### src/rtl/bteq_pkg.sv
// ----------------------------------------------------------------------------
// bteq_pkg
// Shared types, constants and the coefficient generator for the bass/treble
// shelving equaliser.
// ----------------------------------------------------------------------------
package bteq_pkg;

   localparam int COEF_WIDTH     = 24;
   localparam int COEF_FRAC_BITS = 20;
   localparam int GAIN_LIMIT_DB  = 15;

   localparam int SAMPLE_W    = 16;
   localparam int SAMPLE_MAX  = 32767;
   localparam int SAMPLE_MIN  = -32768;
   localparam int GAIN_W      = 5;
   localparam int CSR_INDEX_W = 2;
   localparam int CSR_DATA_W  = GAIN_W;

   localparam logic [CSR_INDEX_W-1:0] REG_BASS_GAIN   = 2'd0;
   localparam logic [CSR_INDEX_W-1:0] REG_TREBLE_GAIN = 2'd1;

   localparam int NUM_TAPS   = 5;
   localparam int TAP_IDX_W  = $clog2(NUM_TAPS);
   localparam int TAP_CNT_W  = $clog2(NUM_TAPS + 1);

   localparam logic [TAP_IDX_W-1:0] TAP_B0 = 3'd0;
   localparam logic [TAP_IDX_W-1:0] TAP_B1 = 3'd1;
   localparam logic [TAP_IDX_W-1:0] TAP_B2 = 3'd2;
   localparam logic [TAP_IDX_W-1:0] TAP_A1 = 3'd3;
   localparam logic [TAP_IDX_W-1:0] TAP_A2 = 3'd4;

   typedef enum logic [1:0] {
      ST_IDLE,
      ST_RUN,
      ST_FIN
   } state_type;

   typedef enum logic {
      SECT_TREBLE,
      SECT_BASS
   } section_type;

   typedef struct packed {
      logic accumulate;
      logic clear;
   } mac_ctrl_type;

   typedef struct packed {
      logic signed [SAMPLE_W-1:0] x1;
      logic signed [SAMPLE_W-1:0] x2;
      logic signed [SAMPLE_W-1:0] y1;
      logic signed [SAMPLE_W-1:0] y2;
   } hist_type;

   // Q30 design constants
   localparam logic signed [63:0] Q30_ONE  = 64'sd1073741824;
   localparam logic signed [63:0] COS_LOW  = 64'sd1072555235;
   localparam logic signed [63:0] SIN_LOW  = 64'sd50465557;
   localparam logic signed [63:0] COS_HIGH = 64'sd957231315;
   localparam logic signed [63:0] SIN_HIGH = 64'sd486446003;
   localparam logic signed [63:0] POW_UP   = 64'sd1105095651;
   localparam logic signed [63:0] POW_DOWN = 64'sd1043277569;

   function automatic logic [63:0] mag64(input logic signed [63:0] v);
      return v[63] ? 64'(-v) : 64'(v);
   endfunction

   function automatic logic signed [63:0] with_sign(input logic [63:0] m, input logic neg);
      return neg ? -$signed(m) : $signed(m);
   endfunction

   // rounded Q30 product
   function automatic logic signed [63:0] mul30(input logic signed [63:0] a,
                                                input logic signed [63:0] b);
      logic [63:0] ua;
      logic [63:0] ub;
      logic [63:0] hi;
      logic [63:0] lo;
      logic [63:0] part;
      ua   = mag64(a);
      ub   = mag64(b);
      hi   = ub >> 15;
      lo   = ub & 64'h7FFF;
      part = ua * hi + ((ua * lo + 64'h4000) >> 15);
      return with_sign((part + 64'h4000) >> 15, a[63] ^ b[63]);
   endfunction

   // rounded Q30 quotient by shift and subtract; non-positive divisor gives 0
   function automatic logic signed [63:0] div30(input logic signed [63:0] n,
                                                input logic signed [63:0] d);
      logic [63:0] un;
      logic [63:0] ud;
      logic [63:0] q;
      logic [63:0] r;
      int          i;
      if (d <= 0) begin
         return 64'sd0;
      end
      un = mag64(n);
      ud = 64'(d);
      q  = '0;
      r  = '0;
      for (i = 63; i >= 0; i--) begin
         r = {r[62:0], un[i]};
         if (r >= ud) begin
            r    = r - ud;
            q[i] = 1'b1;
         end
      end
      for (i = 0; i < 30; i++) begin
         r = r << 1;
         q = q << 1;
         if (r >= ud) begin
            r    = r - ud;
            q[0] = 1'b1;
         end
      end
      if ((r << 1) >= ud) begin
         q = q + 64'd1;
      end
      return with_sign(q, n[63]);
   endfunction

   function automatic logic signed [63:0] to_coef(input logic signed [63:0] v,
                                                  input int cw, input int fb);
      int                 sh;
      logic [63:0]        m;
      logic signed [63:0] r;
      logic signed [63:0] lim;
      sh  = 30 - fb;
      m   = mag64(v);
      m   = (m + (64'd1 << (sh - 1))) >> sh;
      r   = with_sign(m, v[63]);
      lim = (64'sd1 <<< (cw - 1)) - 64'sd1;
      if (r > lim) begin
         r = lim;
      end
      if (r < -lim - 64'sd1) begin
         r = -lim - 64'sd1;
      end
      return r;
   endfunction

   // one cookbook shelf coefficient (b0 b1 b2 a1 a2, a-terms negated)
   function automatic logic signed [63:0] make_coef(input int gain, input logic high,
                                                    input int tap, input int cw,
                                                    input int fb, input int limit);
      int                 g;
      int                 n;
      int                 k;
      logic signed [63:0] s;
      logic signed [63:0] a;
      logic signed [63:0] ap1;
      logic signed [63:0] am1;
      logic signed [63:0] c;
      logic signed [63:0] tsa;
      logic signed [63:0] amc;
      logic signed [63:0] apc;
      logic signed [63:0] a0;
      logic signed [63:0] res;
      g = gain;
      if (g > limit) begin
         g = limit;
      end
      if (g < -limit) begin
         g = -limit;
      end
      n = (g < 0) ? -g : g;
      s = Q30_ONE;
      for (k = 0; k < n; k++) begin
         s = mul30(s, (g < 0) ? POW_DOWN : POW_UP);
      end
      a   = mul30(s, s);
      c   = high ? COS_HIGH : COS_LOW;
      tsa = 64'sd2 * mul30(s, high ? SIN_HIGH : SIN_LOW);
      ap1 = a + Q30_ONE;
      am1 = a - Q30_ONE;
      amc = mul30(am1, c);
      apc = mul30(ap1, c);
      if (high) begin
         a0 = ap1 - amc + tsa;
         case (tap)
            0:       res = mul30(a, div30(ap1 + amc + tsa, a0));
            1:       res = mul30(a, div30(-64'sd2 * (am1 + apc), a0));
            2:       res = mul30(a, div30(ap1 + amc - tsa, a0));
            3:       res = -div30(64'sd2 * (am1 - apc), a0);
            default: res = -div30(ap1 - amc - tsa, a0);
         endcase
      end else begin
         a0 = ap1 + amc + tsa;
         case (tap)
            0:       res = mul30(a, div30(ap1 - amc + tsa, a0));
            1:       res = mul30(a, div30(64'sd2 * (am1 - apc), a0));
            2:       res = mul30(a, div30(ap1 - amc - tsa, a0));
            3:       res = div30(64'sd2 * (am1 + apc), a0);
            default: res = -div30(ap1 + amc - tsa, a0);
         endcase
      end
      return to_coef(res, cw, fb);
   endfunction

endpackage

### src/rtl/bteq_if.sv
// ----------------------------------------------------------------------------
// bteq_if
// Request and response channels of the equaliser (valid/ready).
// ----------------------------------------------------------------------------
interface bteq_req_if;
   logic                                 valid;
   logic                                 ready;
   logic signed [bteq_pkg::SAMPLE_W-1:0] sample_in;
   logic                                 block_start;

   modport source (output valid, output sample_in, output block_start, input ready);
   modport sink   (input valid, input sample_in, input block_start, output ready);
endinterface

interface bteq_rsp_if;
   logic                                 valid;
   logic                                 ready;
   logic signed [bteq_pkg::SAMPLE_W-1:0] sample_out;

   modport source (output valid, output sample_out, input ready);
   modport sink   (input valid, input sample_out, output ready);
endinterface

### src/rtl/bteq_coef_rom.sv
// ----------------------------------------------------------------------------
// bteq_coef_rom
// Shelf coefficient tables, one set per gain step, with registered read.
// ----------------------------------------------------------------------------
module bteq_coef_rom #(
   parameter int COEF_WIDTH     = bteq_pkg::COEF_WIDTH,
   parameter int COEF_FRAC_BITS = bteq_pkg::COEF_FRAC_BITS,
   parameter int GAIN_LIMIT_DB  = bteq_pkg::GAIN_LIMIT_DB
) (
   input  logic                                  clock,
   input  logic                                  fetch,
   input  bteq_pkg::section_type                 sect,
   input  logic [bteq_pkg::TAP_IDX_W-1:0]        tap,
   input  logic signed [bteq_pkg::GAIN_W-1:0]    bass_gain,
   input  logic signed [bteq_pkg::GAIN_W-1:0]    treble_gain,
   output logic signed [COEF_WIDTH-1:0]          coef_ff
);

   localparam int NUM_GAINS  = 2 * GAIN_LIMIT_DB + 1;
   localparam int GAIN_IDX_W = $clog2(NUM_GAINS);
   localparam logic signed [GAIN_IDX_W:0] LIM = (GAIN_IDX_W + 1)'(GAIN_LIMIT_DB);

   logic signed [COEF_WIDTH-1:0] treble_tab [NUM_GAINS][bteq_pkg::NUM_TAPS];
   logic signed [COEF_WIDTH-1:0] bass_tab   [NUM_GAINS][bteq_pkg::NUM_TAPS];
   logic [GAIN_IDX_W-1:0]        bass_idx;
   logic [GAIN_IDX_W-1:0]        treble_idx;
   logic signed [COEF_WIDTH-1:0] coef_in;

   for (genvar gi = 0; gi < NUM_GAINS; gi++) begin : g_gain
      for (genvar ti = 0; ti < bteq_pkg::NUM_TAPS; ti++) begin : g_tap
         localparam logic signed [63:0] TREBLE_C = bteq_pkg::make_coef(
            gi - GAIN_LIMIT_DB, 1'b1, ti, COEF_WIDTH, COEF_FRAC_BITS, GAIN_LIMIT_DB);
         localparam logic signed [63:0] BASS_C = bteq_pkg::make_coef(
            gi - GAIN_LIMIT_DB, 1'b0, ti, COEF_WIDTH, COEF_FRAC_BITS, GAIN_LIMIT_DB);
         assign treble_tab[gi][ti] = TREBLE_C[COEF_WIDTH-1:0];
         assign bass_tab[gi][ti]   = BASS_C[COEF_WIDTH-1:0];
      end
   end

   function automatic logic [GAIN_IDX_W-1:0] gain_index(
      input logic signed [bteq_pkg::GAIN_W-1:0] gain);
      logic signed [GAIN_IDX_W:0] g;
      g = (GAIN_IDX_W + 1)'(gain);
      if (g > LIM) begin
         g = LIM;
      end
      if (g < -LIM) begin
         g = -LIM;
      end
      return GAIN_IDX_W'(g + LIM);
   endfunction

   always_comb begin
      bass_idx   = gain_index(bass_gain);
      treble_idx = gain_index(treble_gain);
      if (sect == bteq_pkg::SECT_BASS) begin
         coef_in = bass_tab[bass_idx][tap];
      end else begin
         coef_in = treble_tab[treble_idx][tap];
      end
   end

   always_ff @(posedge clock) begin
      if (fetch) begin
         coef_ff <= coef_in;
      end
   end

endmodule

### src/rtl/bteq_mac.sv
// ----------------------------------------------------------------------------
// bteq_mac
// Shared multiply-accumulate unit with truncate-toward-zero and saturation.
// ----------------------------------------------------------------------------
module bteq_mac #(
   parameter int COEF_WIDTH     = bteq_pkg::COEF_WIDTH,
   parameter int COEF_FRAC_BITS = bteq_pkg::COEF_FRAC_BITS
) (
   input  logic                                  clock,
   input  bteq_pkg::mac_ctrl_type                ctrl,
   input  logic signed [COEF_WIDTH-1:0]          coef,
   input  logic signed [bteq_pkg::SAMPLE_W-1:0]  operand,
   output logic signed [bteq_pkg::SAMPLE_W-1:0]  result
);

   localparam int ACC_W  = COEF_WIDTH + bteq_pkg::SAMPLE_W + 3;
   localparam int PROD_W = COEF_WIDTH + bteq_pkg::SAMPLE_W;
   localparam logic signed [ACC_W-1:0] RND_NEG = ACC_W'((64'sd1 <<< COEF_FRAC_BITS) - 1);
   localparam logic signed [ACC_W-1:0] SAT_MAX = ACC_W'(bteq_pkg::SAMPLE_MAX);
   localparam logic signed [ACC_W-1:0] SAT_MIN = ACC_W'(bteq_pkg::SAMPLE_MIN);

   logic signed [PROD_W-1:0] prod;
   logic signed [ACC_W-1:0]  acc_ff;
   logic signed [ACC_W-1:0]  acc_in;
   logic signed [ACC_W-1:0]  trunc;

   always_comb begin
      prod   = PROD_W'(coef) * PROD_W'(operand);
      acc_in = (ctrl.clear ? '0 : acc_ff) + ACC_W'(prod);
      if (acc_ff[ACC_W-1]) begin
         trunc = (acc_ff + RND_NEG) >>> COEF_FRAC_BITS;
      end else begin
         trunc = acc_ff >>> COEF_FRAC_BITS;
      end
      if (trunc > SAT_MAX) begin
         result = bteq_pkg::SAMPLE_W'(SAT_MAX);
      end else if (trunc < SAT_MIN) begin
         result = bteq_pkg::SAMPLE_W'(SAT_MIN);
      end else begin
         result = trunc[bteq_pkg::SAMPLE_W-1:0];
      end
   end

   always_ff @(posedge clock) begin
      if (ctrl.accumulate) begin
         acc_ff <= acc_in;
      end
   end

endmodule

### src/rtl/bass_treble_shelving_equalizer_unit.sv
// ----------------------------------------------------------------------------
// bass_treble_shelving_equalizer_unit
// Treble high shelf (3300 Hz) followed by bass low shelf (330 Hz), Q 0.5.
//
// Use:
//  - req_bus carries one PCM sample per beat; block_start set on a beat
//    clears both sections' histories before that sample is filtered.
//  - rsp_bus returns exactly one equalised sample per request beat, in order.
//  - csr_we/csr_index/csr_wdata set bass gain (index 0) and treble gain
//    (index 1) in dB; write only while no sample is in flight.
//  - Each sample runs ten MACs through one shared multiplier: per section
//    the sequencer fetches coefficients pipelined with the MAC, then a
//    final step rounds, saturates and shifts the history.
//  - Response valid rises on the same edge that ready rises again; a new
//    request is not taken until the previous sample is finished.
//  - A finished sample sits in the response register; the next request is
//    taken and filtered meanwhile, and only its final step waits for the
//    response register to drain.
//  - Reset: gains 0 dB, histories zero, no response pending.
// ----------------------------------------------------------------------------
module bass_treble_shelving_equalizer_unit #(
   parameter int COEF_WIDTH     = bteq_pkg::COEF_WIDTH,
   parameter int COEF_FRAC_BITS = bteq_pkg::COEF_FRAC_BITS,
   parameter int GAIN_LIMIT_DB  = bteq_pkg::GAIN_LIMIT_DB
) (
   input  logic                                  clock,
   input  logic                                  reset,
   bteq_req_if.sink                              req_bus,
   bteq_rsp_if.source                            rsp_bus,
   input  logic                                  csr_we,
   input  logic [bteq_pkg::CSR_INDEX_W-1:0]      csr_index,
   input  logic [bteq_pkg::CSR_DATA_W-1:0]       csr_wdata
);

   localparam logic [bteq_pkg::TAP_CNT_W-1:0] LAST_STEP = bteq_pkg::TAP_CNT_W'(bteq_pkg::NUM_TAPS);
   localparam logic [bteq_pkg::TAP_CNT_W-1:0] FIRST_ACC = bteq_pkg::TAP_CNT_W'(1);

   bteq_pkg::state_type                  state_ff, state_in;
   bteq_pkg::section_type                sect_ff, sect_in;
   logic [bteq_pkg::TAP_CNT_W-1:0]       step_ff, step_in;
   logic signed [bteq_pkg::GAIN_W-1:0]   bass_gain_ff, bass_gain_in;
   logic signed [bteq_pkg::GAIN_W-1:0]   treble_gain_ff, treble_gain_in;
   bteq_pkg::hist_type                   treble_hist_ff, treble_hist_in;
   bteq_pkg::hist_type                   bass_hist_ff, bass_hist_in;
   logic signed [bteq_pkg::SAMPLE_W-1:0] x_ff, x_in;
   logic signed [bteq_pkg::SAMPLE_W-1:0] operand_ff, operand_in;
   logic                                 rsp_valid_ff, rsp_valid_in;
   logic signed [bteq_pkg::SAMPLE_W-1:0] rsp_sample_ff, rsp_sample_in;

   bteq_pkg::hist_type                   cur_hist;
   bteq_pkg::hist_type                   new_hist;
   logic signed [bteq_pkg::SAMPLE_W-1:0] cur_x;
   logic signed [bteq_pkg::SAMPLE_W-1:0] mac_result;
   logic signed [COEF_WIDTH-1:0]         coef;
   logic                                 rom_fetch;
   bteq_pkg::mac_ctrl_type               mac_ctrl;

   bteq_coef_rom #(
      .COEF_WIDTH     (COEF_WIDTH),
      .COEF_FRAC_BITS (COEF_FRAC_BITS),
      .GAIN_LIMIT_DB  (GAIN_LIMIT_DB)
   ) u_rom (
      .clock       (clock),
      .fetch       (rom_fetch),
      .sect        (sect_ff),
      .tap         (step_ff[bteq_pkg::TAP_IDX_W-1:0]),
      .bass_gain   (bass_gain_ff),
      .treble_gain (treble_gain_ff),
      .coef_ff     (coef)
   );

   bteq_mac #(
      .COEF_WIDTH     (COEF_WIDTH),
      .COEF_FRAC_BITS (COEF_FRAC_BITS)
   ) u_mac (
      .clock   (clock),
      .ctrl    (mac_ctrl),
      .coef    (coef),
      .operand (operand_ff),
      .result  (mac_result)
   );

   assign req_bus.ready      = (state_ff == bteq_pkg::ST_IDLE);
   assign rsp_bus.valid      = rsp_valid_ff;
   assign rsp_bus.sample_out = rsp_sample_ff;

   always_comb begin
      state_in       = state_ff;
      sect_in        = sect_ff;
      step_in        = step_ff;
      bass_gain_in   = bass_gain_ff;
      treble_gain_in = treble_gain_ff;
      treble_hist_in = treble_hist_ff;
      bass_hist_in   = bass_hist_ff;
      x_in           = x_ff;
      operand_in     = operand_ff;
      rsp_valid_in   = rsp_valid_ff & ~rsp_bus.ready;
      rsp_sample_in  = rsp_sample_ff;
      rom_fetch      = 1'b0;
      mac_ctrl       = '0;

      if (csr_we) begin
         case (csr_index)
            bteq_pkg::REG_BASS_GAIN:   bass_gain_in   = csr_wdata;
            bteq_pkg::REG_TREBLE_GAIN: treble_gain_in = csr_wdata;
            default: ;
         endcase
      end

      // bass input is the treble output, already in the treble y1 slot
      if (sect_ff == bteq_pkg::SECT_BASS) begin
         cur_hist = bass_hist_ff;
         cur_x    = treble_hist_ff.y1;
      end else begin
         cur_hist = treble_hist_ff;
         cur_x    = x_ff;
      end
      new_hist.x1 = cur_x;
      new_hist.x2 = cur_hist.x1;
      new_hist.y1 = mac_result;
      new_hist.y2 = cur_hist.y1;

      case (step_ff[bteq_pkg::TAP_IDX_W-1:0])
         bteq_pkg::TAP_B0: operand_in = cur_x;
         bteq_pkg::TAP_B1: operand_in = cur_hist.x1;
         bteq_pkg::TAP_B2: operand_in = cur_hist.x2;
         bteq_pkg::TAP_A1: operand_in = cur_hist.y1;
         bteq_pkg::TAP_A2: operand_in = cur_hist.y2;
         default:          operand_in = operand_ff;
      endcase

      case (state_ff)
         bteq_pkg::ST_IDLE: begin
            if (req_bus.valid) begin
               x_in    = req_bus.sample_in;
               sect_in = bteq_pkg::SECT_TREBLE;
               step_in = '0;
               if (req_bus.block_start) begin
                  treble_hist_in = '0;
                  bass_hist_in   = '0;
               end
               state_in = bteq_pkg::ST_RUN;
            end
         end
         bteq_pkg::ST_RUN: begin
            rom_fetch           = (step_ff < LAST_STEP);
            mac_ctrl.accumulate = (step_ff != '0);
            mac_ctrl.clear      = (step_ff == FIRST_ACC);
            if (step_ff == LAST_STEP) begin
               state_in = bteq_pkg::ST_FIN;
            end else begin
               step_in = step_ff + 1'b1;
            end
         end
         bteq_pkg::ST_FIN: begin
            if (sect_ff == bteq_pkg::SECT_TREBLE) begin
               treble_hist_in = new_hist;
               sect_in        = bteq_pkg::SECT_BASS;
               step_in        = '0;
               state_in       = bteq_pkg::ST_RUN;
            end else if (!rsp_valid_ff || rsp_bus.ready) begin
               bass_hist_in  = new_hist;
               rsp_sample_in = mac_result;
               rsp_valid_in  = 1'b1;
               state_in      = bteq_pkg::ST_IDLE;
            end
         end
         default: begin
            state_in = bteq_pkg::ST_IDLE;
         end
      endcase
   end

   always_ff @(posedge clock) begin
      if (reset) begin
         state_ff       <= bteq_pkg::ST_IDLE;
         sect_ff        <= bteq_pkg::SECT_TREBLE;
         step_ff        <= '0;
         bass_gain_ff   <= '0;
         treble_gain_ff <= '0;
         treble_hist_ff <= '0;
         bass_hist_ff   <= '0;
         rsp_valid_ff   <= 1'b0;
      end else begin
         state_ff       <= state_in;
         sect_ff        <= sect_in;
         step_ff        <= step_in;
         bass_gain_ff   <= bass_gain_in;
         treble_gain_ff <= treble_gain_in;
         treble_hist_ff <= treble_hist_in;
         bass_hist_ff   <= bass_hist_in;
         rsp_valid_ff   <= rsp_valid_in;
      end
   end

   always_ff @(posedge clock) begin
      x_ff          <= x_in;
      operand_ff    <= operand_in;
      rsp_sample_ff <= rsp_sample_in;
   end

endmodule
### src/flat_wrapper.sv
// flat-port wrapper written by rule: the top's interface ports become plain ports
module bass_treble_shelving_equalizer_unit_flat 
#(
   parameter int COEF_WIDTH     = bteq_pkg::COEF_WIDTH,
   parameter int COEF_FRAC_BITS = bteq_pkg::COEF_FRAC_BITS,
   parameter int GAIN_LIMIT_DB  = bteq_pkg::GAIN_LIMIT_DB
)
  (clock, reset, csr_we, csr_index, csr_wdata, req_bus_valid, req_bus_sample_in, req_bus_block_start, req_bus_ready, rsp_bus_valid, rsp_bus_sample_out, rsp_bus_ready);
  bteq_req_if req_bus_i ();
  bteq_rsp_if rsp_bus_i ();
  input  logic clock;
  input  logic reset;
  input  logic csr_we;
  input  logic [bteq_pkg::CSR_INDEX_W-1:0] csr_index;
  input  logic [bteq_pkg::CSR_DATA_W-1:0] csr_wdata;
  input wire logic [$bits(req_bus_i.valid)-1:0] req_bus_valid;
  input wire logic [$bits(req_bus_i.sample_in)-1:0] req_bus_sample_in;
  input wire logic [$bits(req_bus_i.block_start)-1:0] req_bus_block_start;
  output wire logic [$bits(req_bus_i.ready)-1:0] req_bus_ready;
  output wire logic [$bits(rsp_bus_i.valid)-1:0] rsp_bus_valid;
  output wire logic [$bits(rsp_bus_i.sample_out)-1:0] rsp_bus_sample_out;
  input wire logic [$bits(rsp_bus_i.ready)-1:0] rsp_bus_ready;
  assign req_bus_i.valid = req_bus_valid;
  assign req_bus_i.sample_in = req_bus_sample_in;
  assign req_bus_i.block_start = req_bus_block_start;
  assign req_bus_ready = req_bus_i.ready;
  assign rsp_bus_valid = rsp_bus_i.valid;
  assign rsp_bus_sample_out = rsp_bus_i.sample_out;
  assign rsp_bus_i.ready = rsp_bus_ready;
  bass_treble_shelving_equalizer_unit #(.COEF_WIDTH(COEF_WIDTH), .COEF_FRAC_BITS(COEF_FRAC_BITS), .GAIN_LIMIT_DB(GAIN_LIMIT_DB)) u_core (.clock(clock), .reset(reset), .req_bus(req_bus_i), .rsp_bus(rsp_bus_i), .csr_we(csr_we), .csr_index(csr_index), .csr_wdata(csr_wdata));
endmodule
### config.mk
export PLATFORM = sky130hd
export DESIGN_NAME = bass_treble_shelving_equalizer_unit_flat
export DESIGN_NICKNAME = d
export VERILOG_FILES = /design/src/rtl/bteq_pkg.sv /design/src/rtl/bteq_if.sv /design/src/rtl/bteq_coef_rom.sv /design/src/rtl/bteq_mac.sv /design/src/rtl/bass_treble_shelving_equalizer_unit.sv /design/src/flat_wrapper.sv
export SDC_FILE = /design/constraint.sdc
export NUM_CORES = 2
export LEC_CHECK = 0
export CELL_PAD_IN_SITES_DETAIL_PLACEMENT = 1
export CELL_PAD_IN_SITES_GLOBAL_PLACEMENT = 1
export CORE_ASPECT_RATIO = 1.25
export CORE_MARGIN = 3
export CORE_UTILIZATION = 51
export DETAILED_ROUTE_END_ITERATION = 7
export DONT_BUFFER_PORTS = 1
export PLACE_DENSITY_LB_ADDON = 0.12
export SETUP_SLACK_MARGIN = 0.4
export SYNTH_ARGS = -nofsm -noshare
export SYNTH_HDL_FRONTEND = slang
export SYNTH_HIERARCHICAL = 1
export SYNTH_SLANG_ARGS = --single-unit
### constraint.sdc
create_clock -name clock -period 10.9 [get_ports clock]
set_clock_uncertainty 0.2 [all_clocks]
set_input_delay 2.725 -clock clock [delete_from_list [all_inputs] [get_ports clock]]
set_output_delay 2.725 -clock clock [all_outputs]
set_load 0.01 [all_outputs]
; After elaboration in Yosys (flattened, before gate mapping)
; Memories as Yosys holds them, arrays and structs flattened.
; Cells that the tools add are included.
[word_totals]
rom_bits = 7680
mem_count = 2
input_bits = 29
output_inout_bits = 18
ff_bits = 260
[mem_list]
columns = memory, depth, word_bits, rd, rd_ports_with_merged_regs, write_ports, line_no
row1 = (no name shown), 32, 120, 1, 0, 0, bteq_coef_rom.sv:59  ; coef_in = treble_tab[treble_idx][tap];
row2 = (no name shown), 32, 120, 1, 0, 0, bteq_coef_rom.sv:57  ; coef_in = bass_tab[bass_idx][tap];
[classes]
add_sub_neg = 5
multipliers = 1
order_cmp = 10
reduce_logical = 18
eq_ne = 16
bitwise_logic = 5
muxes = 45
[op_table]
columns = operator, count
row1 = $mux 120, 4
row2 = $mux 64, 6
row3 = $pmux 64 s2, 2
row4 = $bmux 24 s3, 2
row5 = $mux 24, 5
row6 = $mux 43, 2
row7 = $pmux 16 s5, 1
row8 = $mux 16, 3
row9 = $add 43x21->43 const B, 1
row10 = $add 43x43->43, 1
row11 = $gt 43x16->1 const B, 1
row12 = $lt 43x16->1 const B, 1
row13 = $mul 24x16->40, 1
row14 = $ge 6x6->1 const B, 2
row15 = $lt 6x5->1 const B, 2
row16 = $mux 6, 2
row17 = $not 5->6, 2
row18 = $add 5x5->5 const B, 2
row19 = $gt 5x5->1 const B, 2
row20 = $mux 2, 5
row21 = $mux 5, 2
row22 = $mux 3, 3
row23 = $pmux 3 s3, 1
row24 = $ne 2x2->1 const B, 4
row25 = 27 further kinds, 43

; Depth between registers and ports, before layout
[depth]
depth_word = 13
ltp_mapped = 37

; Modules after synthesis
; Netlist, hierarchy kept.
[by_module_without_submodules]
columns = module, area_per_inst_um2, seq_area_each_um2, cells_per_inst, instances
row1 = bteq_mac, 17974.7, 1291.2, 2032, 1
row2 = bteq_coef_rom, 11248.3, 720.7, 1849, 1
row3 = bass_treble_shelving_equalizer_unit, 8331.7, 4344.2, 816, 1

; Worst setup path after synthesis
; OpenSTA, ideal clock, no wires.
[synth_timing]
kind = register to register
start = register u_core.u_rom.coef_ff[15]
end = register u_core.u_mac.acc_ff[41], data pin
path_buffers = 1
setup_slack_ns = 2.425
stages_incl_launch_ff = 35
synth_period_minus_slack_ns = 8.475
setup_ns = 0.265
arrival_time_ns = 8.010
cell_sequence = edfxtp_1 -> clkbuf_1 -> nand2_1 -> fa_1 -> fa_1 -> fa_1 -> inv_1 -> fa_1 -> fa_1 -> inv_1 -> fa_1 -> inv_1 -> ha_1 -> a21o_1 -> a21o_1 -> a21oi_1 -> o21ai_0 -> a31oi_4 -> o21bai_1 -> a21oi_1 -> o21bai_1 -> a21o_1 -> a2111o_1 -> o311ai_0 -> ha_1 -> nand3_1 -> nor2_1 -> and3_1 -> nand2_1 -> and3_1 -> a21oi_1 -> o41a_1 -> o41ai_1 -> or4b_1 -> nand3_1
[synth_between]
elab_chain_len = 2
[synth_rtl]
columns = item, line_no
row1 = "start, declared", bteq_coef_rom.sv:16  ; output logic signed [COEF_WIDTH-1:0] coef_ff
row2 = "start signal, assigned", bteq_coef_rom.sv:65  ; coef_ff <= coef_in;
row3 = $mul 24x16->40, bteq_mac.sv:28  ; prod = PROD_W'(coef) * PROD_W'(operand);
row4 = $add 43x43->43, bteq_mac.sv:29  ; acc_in = (ctrl.clear ? '0 : acc_ff) + ACC_W'(prod);
row5 = named net u_core.u_mac.acc_in[41], bteq_mac.sv:24  ; logic signed [ACC_W-1:0] acc_in;
row6 = "end signal, assigned", bteq_mac.sv:46  ; acc_ff <= acc_in;
row7 = "end, declared", bteq_mac.sv:23  ; logic signed [ACC_W-1:0] acc_ff;
; The timed path passes the listed nets, and every way through them passes these cells.
; A chain may end at the register's enable or synchronous reset.

; Worst setup path after layout
[layout_timing]
start = register u_core/operand_ff[15] (netlist name)
end = register u_core.u_mac.acc_ff[41], data pin
[layout_between]
elab_chain_len = 2
[layout_rtl]
columns = item, line_no
row1 = "start, declared", bass_treble_shelving_equalizer_unit.sv:46  ; logic signed [bteq_pkg::SAMPLE_W-1:0] operand_ff, operand_in;
row2 = "start signal, assigned", bass_treble_shelving_equalizer_unit.sv:198  ; operand_ff <= operand_in;
row3 = $mul 24x16->40, bteq_mac.sv:28
row4 = $add 43x43->43, bteq_mac.sv:29
row5 = named net u_core.u_mac.acc_in[41], bteq_mac.sv:24
; The timed path passes the listed nets, and every way through them passes these cells.

==> results.md <==
Route:
- Using the TritonRoute via totals, the vias-per-cell ratio works out to 6.80.
- The number of antenna-violating nets in the routed design is 0.
- The routed via count is 36.9k.
- The average routed wire per standard cell is 28.4 µm.
- For this run, design rule violations remaining after detail routing come to 0.
- In this run, the number of DRC markers left after iteration 0 of detailed routing was 4,351.
- The final wirelength is 154,000 µm.
- The pre-antenna-repair detailed-routing pass consisted of 6 iterations.

Timing:
- The maximum clock frequency is 0.102 GHz.
- Dividing the final minimum period by the clock period gives 0.898.
- The sum of negative setup slack is 0 ns.
- The number of failing setup endpoints in the final timing report is 0.
- The measured slew at the worst slew-check pin is 1.40 ns.
- The number of max-slew violations in the final report was 0.
- The shortest clock period the worst path allows after layout is 9.79 ns.
- The worst slew margin relative to its limit is 0.0540.
- Setup repair after global routing left no endpoint under its margin.
- The hold violation total from the final report is 0.

Worst setup path:
- The cell type of the slowest stage on the worst timing path is sky130_fd_sc_hd__inv_1.
- The critical setup path kind is reg2reg.
- The endpoint arrival time on the critical path is 9.91 ns.
- Counting stages on the worst path, the most repeated cell is sky130_fd_sc_hd__fa_1.
- On the worst path, the slowest cell contributes a delay of 0.61 ns.
- Of all nets on the critical path, the largest fanout is 14.
- For the worst setup path, the data required time is 11.02 ns.
- The sort of element at the end of the critical path is a flop.
- The kind of start point of the critical path is a flop.

CTS:
- The TritonCTS clock tree is yes.
- The clock network latency to the later pin of the worst-skew pair is 0.59 ns.
- In this run the number of H-tree levels came out at 1.
- The post-cts resize count is 0.
- CTS placed an instance of sky130_fd_sc_hd__clkbuf_16 at the clock tree root.
- The total of hold buffers inserted after clock tree synthesis is 0.
- In this run the deepest clock path goes through 3 buffers.
- The number of clock buffers inserted by TritonCTS is 31.
- The number of clock sinks is 260.
- The number of buffers inserted by post-CTS setup repair is 0.
- After clock tree synthesis, the clock-pin slew on the worst setup and hold paths is 0.06 ns.

Logic synthesis:
- Yosys mapped a number of flops with a built-in enable equal to 115.
- The sequential area share after synthesis is 0.169.
- The biggest area consumer among synthesized cells is sky130_fd_sc_hd__fa_1.
- The synthesized net count is 5,272.
- The count of different cell masters after synthesis is 119.
- The area share of the leading cell type in the synthesized netlist is 0.200.
- The number of instances in the synthesized netlist is 4,697.
- After synthesis the netlist holds a flip-flop and latch count of 260.
- The number of synthesis warnings is 6.
- By area the synthesized netlist is led by sky130_fd_sc_hd__fa_1 (20%), sky130_fd_sc_hd__edfxtp_1 (9.2%), sky130_fd_sc_hd__dfxtp_1 (7.7%), sky130_fd_sc_hd__ha_1 (5.7%), sky130_fd_sc_hd__nand2_1 (5.2%).
- The cell area that synthesis handed to floorplanning was 37,600 µm².
- The dominant synthesized flop cell is sky130_fd_sc_hd__dfxtp_1.
- The synthesized area per cell is 8.00 µm².
- The commonest cells after synthesis are sky130_fd_sc_hd__nand2_1 (519), sky130_fd_sc_hd__inv_1 (462), sky130_fd_sc_hd__fa_1 (375).
- sky130_fd_sc_hd__nand2_1 is the most common cell in the netlist.
- The share of async-settable or async-resettable flops after synthesis is 0.

Global route:
- The wire length of the first global-routing pass is 235,000 µm.
- The initial antenna violation count came to 2.
- The overall routing resource usage is 0.392.
- Summed over all layers, the global routing overflow is 0.
- The via count of the first global-routing pass is 38.6k.
- Entering global routing, the biggest net connects 147 pins.

Final layout:
- Excluding fillers, the count of instances in the completed layout stands at 5,429.
- The synthesis-to-finish area growth is 3.52%.
- The multi-input gate area in the final layout is 27,800 µm².
- The final layout contains 5,026 nets.
- Fill cells in the final layout number 8,878.
- The layout cell share with drive strength beyond 1 is 0.0610.
- Registers take 6370 µm².

Floorplan:
- The height of the die is 309 µm.
- The floorplan step defined a core boundary enclosing 72,500 µm².
- The initial utilization of the core area, before any placement, comes to 0.518.
- Measured along the x axis, the die boundary spans 249 µm.
- The floorplan has 110 rows.
- The floorplan step defined a die boundary enclosing 76,900 µm².
- Pin placement for this block handled 47 I/O pins.

Placement:
- The congestion estimate from routability-driven global placement came to 1.04.
- Buffers placed on the I/O ports in this run total 0.
- The HPWL after detailed placement is 110,000 µm.
- The post-placement cell count is 5,369.

Min path:
- The class of the tightest hold or removal check is reg2reg.

Run status:
- The flow ran to the end, and the final reports show no timing, DRC or antenna violations.

Run:
- The tool flagged a number of max-cap violations equal to 0.
[state kept, by name (all words and copies together), names as in the netlist]
name / count
u_core/u_mac/acc_ff: 43
u_core/state_ff: 2
u_core/treble_gain_ff: 5
u_core/treble_hist_ff: 64
u_core/rsp_bus.valid: 1
u_core/operand_ff: 16
u_core/bass_hist_ff: 64
u_core/x_ff: 16
u_core/bass_gain_ff: 5
u_core/step_ff: 3
u_core/u_rom/coef_ff: 24
u_core/rsp_bus.sample_out: 16
u_core/sect_ff: 1
[worst paths after layout]
check	start	end	slack (ns)	depth (start not counted)
hold reg to reg	u_core/bass_hist_ff[29]$_SDFFE_PP0P_	u_core/bass_hist_ff[29]$_SDFFE_PP0P_	0.25	2
setup / recovery	u_core/operand_ff[15]$_DFFE_PP_	u_core/u_mac/acc_ff[41]$_DFFE_PP_	1.11	32
hold / removal	u_core/bass_hist_ff[29]$_SDFFE_PP0P_	u_core/bass_hist_ff[29]$_SDFFE_PP0P_	0.25	2
setup reg to reg	u_core/operand_ff[15]$_DFFE_PP_	u_core/u_mac/acc_ff[41]$_DFFE_PP_	1.11	32
[stage by stage]
step	hold WS (ns)	setup slack, ns	area [µm²]	util
global route	0.265	0.588	38900	0.536
CTS	0.247	1.30	38900	0.536
floorplan	0.228	2.43	37600	-
finish	0.247	1.11	38900	0.536
global placement	0.230	1.62	37800	0.522
detailed placement	0.237	1.29	37800	0.522
[logic make-up after synthesis]
family / count (synthesis) / synth area share
AOI/OAI and AO/OA: 1300 / 0.231
adders and majority gates: 547 / 0.257
buffers and inverters: 844 / 0.0933
and+or+nand+nor: 1539 / 0.195
DFF: 260 / 0.169
xor gates and xnor gates: 110 / 0.0261
muxes: 97 / 0.0285
[final cells by class]
class	count	area share
antenna	1	0.0000644
timing repair buffer	92	0.0180
sequential	260	0.164
multi-input combinational	3593	0.715
clock buffer	40	0.0222
inverter	473	0.0460
clock inverter	18	0.00418
tap	952	0.0306
[cell usage in the layout, fill, tap and decap left out, drive strengths merged, types with 19 or more instances in the layout]
cell type | netlist | routed
a2111oi | 28 | 28
a211oi | 57 | 57
a21o | 44 | 44
a21oi | 358 | 358
a221oi | 30 | 30
a22oi | 60 | 60
a311oi | 26 | 26
a31oi | 53 | 53
a32oi | 34 | 34
and2 | 168 | 168
buf | 167 | 92
clkbuf | 204 | 40
dfxtp | 145 | 145
edfxtp | 115 | 115
fa | 375 | 375
ha | 171 | 171
inv | 464 | 471
mux2 | 41 | 41
mux2i | 54 | 54
nand2 | 520 | 520
nand2b | 50 | 50
nand3 | 120 | 120
nand3b | 19 | 19
nand4 | 24 | 24
nor2 | 367 | 367
nor2b | 75 | 75
nor3 | 97 | 97
nor4 | 28 | 28
o2111ai | 23 | 23
o211ai | 57 | 57
o21a | 25 | 25
o21ai | 264 | 264
o21bai | 22 | 22
o221ai | 31 | 31
o22ai | 33 | 33
o311ai | 29 | 29
o31ai | 22 | 22
xnor2 | 79 | 79
xor2 | 31 | 31
[routing by layer]
metal	up-vias	global-route usage	part of all wire
li1	15818	-	-
met1	18550	0.498	0.39
met2	1984	0.635	0.46
met3	587	0.0783	0.092
met4	2	0.203	0.060
met5	-	0	0.000071
[worst max-delay path, delay by kind of cell, from the launching register on]
family                     cells  cell delay, ns
buffers and inverters          4            0.98
and+or+nand+nor               12            1.72
AOI/OAI and AO/OA              8            2.31
adders and majority gates      8            3.74
DFF                            1            0.58
Power is left out: the tool's default activity adds up to more than one toggle a clock period on the data nets, which glitch-free logic cannot reach.
